`src/rtl/core/cfs_pkg.sv`:
```
// Shared constants, codes and control structs for the call frame stack.
package cfs_pkg;

    localparam int DEPTH     = 1024;
    localparam int SOFT_KEYS = 32;
    localparam int ADDR_W    = $clog2(DEPTH);
    localparam int POS_W     = 11;
    localparam int FR_W      = 16;
    localparam int END_W     = FR_W + 1;
    localparam int SLOT_W    = 64;
    localparam int PC_W      = 32;
    localparam int ERR_W     = 32;
    localparam int KEY_W     = 8;
    localparam int OFS_W     = 10;

    typedef enum logic [2:0] {
        CMD_PUSH_ARG    = 3'd0,
        CMD_PUSH_CALL   = 3'd1,
        CMD_CALL_RET    = 3'd2,
        CMD_PUSH_GOSUB  = 3'd3,
        CMD_GOSUB_RET   = 3'd4,
        CMD_READ_LOCAL  = 3'd5,
        CMD_WRITE_LOCAL = 3'd6
    } t_cmd;

    typedef enum logic [2:0] {
        ST_OK         = 3'd0,
        ST_OVERFLOW   = 3'd1,
        ST_EMPTY      = 3'd2,
        ST_BAD_OFFSET = 3'd3,
        ST_BAD_FIRST  = 3'd4
    } t_status;

    typedef enum logic [2:0] {
        S_IDLE,
        S_EXEC,
        S_CALL2,
        S_RD1,
        S_RD2
    } t_state;

    typedef struct packed {
        logic   latch;
        logic   finish;
        t_state step;
    } t_ctl;

    typedef struct packed {
        t_cmd op;
        logic fail;
        logic skid_full;
    } t_stat;

    typedef struct packed {
        t_status            status;
        logic [SLOT_W-1:0]  read_value;
        logic [PC_W-1:0]    return_pc;
        logic [ERR_W-1:0]   restored_on_error;
        logic [KEY_W-1:0]   return_key;
        logic [POS_W-1:0]   depth;
    } t_res;

endpackage

```
`src/rtl/core/cfs_ctrl.sv`:
```
// Controller: sequences one command through execute, second write and memory read steps.
module cfs_ctrl (
    input  logic           i_clk,
    input  logic           i_rst_n,
    input  logic           i_valid,
    output logic           o_ready,
    input  cfs_pkg::t_stat i_stat,
    output cfs_pkg::t_ctl  o_ctl
);

    cfs_pkg::t_state r_state, n_state;

    always_ff @(posedge i_clk) begin
        if (!i_rst_n) begin
            r_state <= cfs_pkg::S_IDLE;
        end else begin
            r_state <= n_state;
        end
    end

    always_comb begin
        n_state      = r_state;
        o_ready      = 1'b0;
        o_ctl.latch  = 1'b0;
        o_ctl.finish = 1'b0;
        o_ctl.step   = r_state;
        case (r_state)
            cfs_pkg::S_IDLE: begin
                o_ready     = !i_stat.skid_full;
                o_ctl.latch = i_valid && !i_stat.skid_full;
                if (o_ctl.latch) begin
                    n_state = cfs_pkg::S_EXEC;
                end
            end
            cfs_pkg::S_EXEC: begin
                if (i_stat.fail) begin
                    o_ctl.finish = 1'b1;
                    n_state      = cfs_pkg::S_IDLE;
                end else begin
                    case (i_stat.op)
                        cfs_pkg::CMD_PUSH_CALL: begin
                            n_state = cfs_pkg::S_CALL2;
                        end
                        cfs_pkg::CMD_CALL_RET, cfs_pkg::CMD_GOSUB_RET,
                        cfs_pkg::CMD_READ_LOCAL: begin
                            n_state = cfs_pkg::S_RD1;
                        end
                        default: begin
                            o_ctl.finish = 1'b1;
                            n_state      = cfs_pkg::S_IDLE;
                        end
                    endcase
                end
            end
            cfs_pkg::S_CALL2: begin
                o_ctl.finish = 1'b1;
                n_state      = cfs_pkg::S_IDLE;
            end
            cfs_pkg::S_RD1: begin
                if (i_stat.op == cfs_pkg::CMD_CALL_RET) begin
                    n_state = cfs_pkg::S_RD2;
                end else begin
                    o_ctl.finish = 1'b1;
                    n_state      = cfs_pkg::S_IDLE;
                end
            end
            cfs_pkg::S_RD2: begin
                o_ctl.finish = 1'b1;
                n_state      = cfs_pkg::S_IDLE;
            end
            default: begin
                n_state = cfs_pkg::S_IDLE;
            end
        endcase
    end

endmodule

```
`config.mk`:
```
export PLATFORM = sky130hd
export DESIGN_NAME = cfs_ctrl
export DESIGN_NICKNAME = d
export VERILOG_FILES = /design/src/rtl/core/cfs_pkg.sv /design/src/rtl/core/cfs_ctrl.sv
export SDC_FILE = /design/constraint.sdc
export NUM_CORES = 1
export LEC_CHECK = 0
export BUFFER_PORTS_ARGS = -buffer_cell sky130_fd_sc_hd__buf_4
export CAP_MARGIN = 20
export CORE_AREA = 10 10 47 49
export DETAILED_ROUTE_END_ITERATION = 10
export DIE_AREA = 0 0 57 59
export PLACE_DENSITY = 0.41
export SYNTH_ARGS = -nofsm -noshare
export SYNTH_HDL_FRONTEND = slang
export SYNTH_SLANG_ARGS = --single-unit
```
`constraint.sdc`:
```
create_clock -name i_clk -period 3.4 [get_ports i_clk]
set_clock_uncertainty 0.05 [all_clocks]
set_input_delay 0.34 -clock i_clk [delete_from_list [all_inputs] [get_ports i_clk]]
set_output_delay 0.34 -clock i_clk [all_outputs]
set_load 0.005 [all_outputs]
```
==> results.json <==
{
  "synthCells": 20,
  "cts.sinks": 3,
  "rsz0062_at_grt": "no",
  "end_kind": "output port",
  "drtPass1Iterations": 1,
  "dp.cells": 49,
  "drtIter0Drc": 0,
  "peakVddDrop_uv": 250,
  "finalSetupTns_ns": 0,
  "clk_pin_slew_ns": 0.04,
  "slew_headroom_pct": 79.5,
  "place_area_um2": 288,
  "switchingPower_mw": 0.0282,
  "pwr-share-comb_pct": 15.6,
  "fmaxAchievable_ghz": 0.609,
  "post_cts_resized": 0,
  "synthToLayoutAreaGrowth_pct": 84.6,
  "fin_crit_sh_pct": 48.3,
  "finalSetupViolCount": 0,
  "grt_pass1_wl_um": 1070,
  "critPathSlowestCell": "dfxtp_1",
  "intPower_mw": 0.0923,
  "netlist_area_um2": 170,
  "grt_overflow": 0,
  "finalInstanceArea_um2": 314,
  "ant_nets": 0,
  "tightest_slew_ns": 0.304,
  "cts_root_buf": "clkbuf_4",
  "power.density_nw_per_um2": 384,
  "start_util_pct": 12.1,
  "grt_max_degree": 8,
  "sw_frac_of_total_pct": 23.4,
  "final_cell_count_no_fill": 53,
  "finalMaxSlewViolations": 0,
  "crit_family": "simple AND/OR/NAND/NOR gates",
  "die_h_um": 59,
  "num_rows": 14,
  "hold_buffers": 0,
  "max_cap_viol_count": 0,
  "vias": 224,
  "post_drt_via_cell_ratio": 4.23,
  "cts_tree": "built",
  "timing.critical_path.fanout_max": 6,
  "crit_required_ns": 3.01,
  "seqPwrFrac_pct": 30.9,
  "syn_nets": 28,
  "avgSynthCellArea_um2": 8.51,
  "largest_reg_flops": 3,
  "grtUsageTotal_pct": 4.18,
  "wire_per_inst_um": 12.2,
  "drive_above_1_share_pct": 51.4,
  "ios": 14,
  "hold_viol_final": 0,
  "fillerInstances": 175,
  "dieArea_um2": 3360,
  "yosys_warnings": 0,
  "post_cts_buffers": 0,
  "cp_cell_sequence": "nor4_1 > and2_2 > buf_4",
  "antenna_found_initial": 0,
  "p_total_mw": 0.121,
  "drc": 0,
  "totalWireLength_um": 646,
  "h-tree-depth": 1,
  "hold_path.class": "in2reg",
  "clockPowerShare_pct": 53.4,
  "place_congestion": 0.784,
  "top_register": "r_state",
  "top_regs": "r_state: 3 flops",
  "cts_inserted_buffers": 3,
  "p_leak_nw": 0.138,
  "clk_latency_ns": 0.23,
  "ys_ff_latch": 3,
  "diodes": 0,
  "worstPathArrival_ns": 1.25,
  "slowest_delay_ns": 0.35,
  "grt_pass1_vias": 268,
  "final_nets": 46,
  "crit_buf_inv": 1,
  "crit_type": "reg2out",
  "die-width_um": 57,
  "period_minus_slack_ns": 1.64,
  "cp-start-kind": "flip-flop",
  "yosysSeqAreaShare_pct": 35.3,
  "ys_types": 15,
  "clk_path_buf_depth": 2,
  "coreArea_um2": 1400,
  "outcome": "finished clean",
  "io_buffers": 13
}
[worst paths after layout]
| path | from | end | slack, ns | cells past startpoint |
|---|---|---|---|---|
| worst max-delay path | r_state[2]$_SDFFE_PN0P_ | o_ctl[4] | 1.76 | 3 |
| worst min-delay path | i_rst_n | r_state[0]$_SDFFE_PN0P_ | 0.27 | 2 |
| worst max register to register | r_state[0]$_SDFFE_PN0P_ | r_state[0]$_SDFFE_PN0P_ | 2.17 | 3 |
| worst min register to register | r_state[1]$_SDFFE_PN0P_ | r_state[2]$_SDFFE_PN0P_ | 0.47 | 2 |
[synthesized netlist by cell type]
master / count / area (um2)
o21ai_0: 1 / 5.00
nand2_1: 2 / 7.51
a21oi_1: 1 / 5.00
nor4_1: 2 / 12.5
nor2_1: 1 / 3.75
o2111ai_1: 1 / 8.76
o31a_1: 1 / 8.76
o311a_2: 1 / 11.3
or4_1: 1 / 7.51
dfxtp_1: 3 / 60.1
mux2i_1: 1 / 10.0
inv_1: 2 / 7.51
and2_2: 1 / 7.51
o2bb2ai_1: 1 / 8.76
or2_2: 1 / 6.26
[cell type report]
cell class / instances / area [um2] / area share (%)
tap: 16 / 20.0 / 6.37
sequential: 3 / 60.1 / 19.1
inverter: 2 / 7.51 / 2.39
timing repair buffer: 13 / 97.6 / 31.1
clock buffer: 4 / 26.3 / 8.37
multi-input combinational: 15 / 103 / 32.7
[worst reg2reg max path, stage by stage (launching register included)]
cell and delay (ns):
dfxtp_1 0.41, nand2_1 0.10, or4_1 0.44, o2bb2ai_1 0.15
[kinds of logic (layout without fill, tap and decap cells)]
| kind of cell | Yosys count | count (layout) | synth area share, % |
|---|---|---|---|
| and+or+nand+nor | 8 | 8 | 26.5 |
| AOI/OAI and AO/OA | 6 | 6 | 27.9 |
| DFF | 3 | 3 | 35.3 |
| buffers and inverters | 2 | 19 | 4.41 |
| muxes | 1 | 1 | 5.88 |
[power by group through the flow]
stage               Sequential [mW]  Combinational (mW)  Clock (mW)
detailed placement           0.0378              0.0192           0
finish                       0.0373              0.0188      0.0644
CTS                          0.0373              0.0193      0.0670
global placement             0.0379              0.0191           0
global route                 0.0373              0.0211      0.0748
floorplan                    0.0376             0.00646           0
[per-layer routing]
layer	vias up	GRT usage, %	wire, um	part of all wire, %
li1	111	-	-	-
met1	105	3.18	197	30
met2	8	7.29	383	59
met3	0	3.65	65	10
met4	0	2.01	0	0
met5	-	0	0	0
[stage by stage]
step / worst slack [ns] / hold WS, ns / util (%)
finish: 1.76 / 0.268 / 22.4
detailed placement: 1.81 / 0.481 / 20.5
global placement: 1.81 / 0.486 / 20.5
floorplan: 2.06 / 0.407 / -
CTS: 1.71 / 0.265 / 22.4
global route: 1.57 / 0.264 / 22.4
[layout by cell type (no fill, tap or decap), types with 2 or more instances in the layout]
| cell | Yosys | final |
|---|---|---|
| inv_1 | 2 | 2 |
| nand2_1 | 2 | 2 |
| nor4_1 | 2 | 2 |
| clkbuf_4 | 0 | 3 |
| dfxtp_1 | 3 | 3 |
| buf_4 | 0 | 13 |
Power figures use the tool's default switching activity.
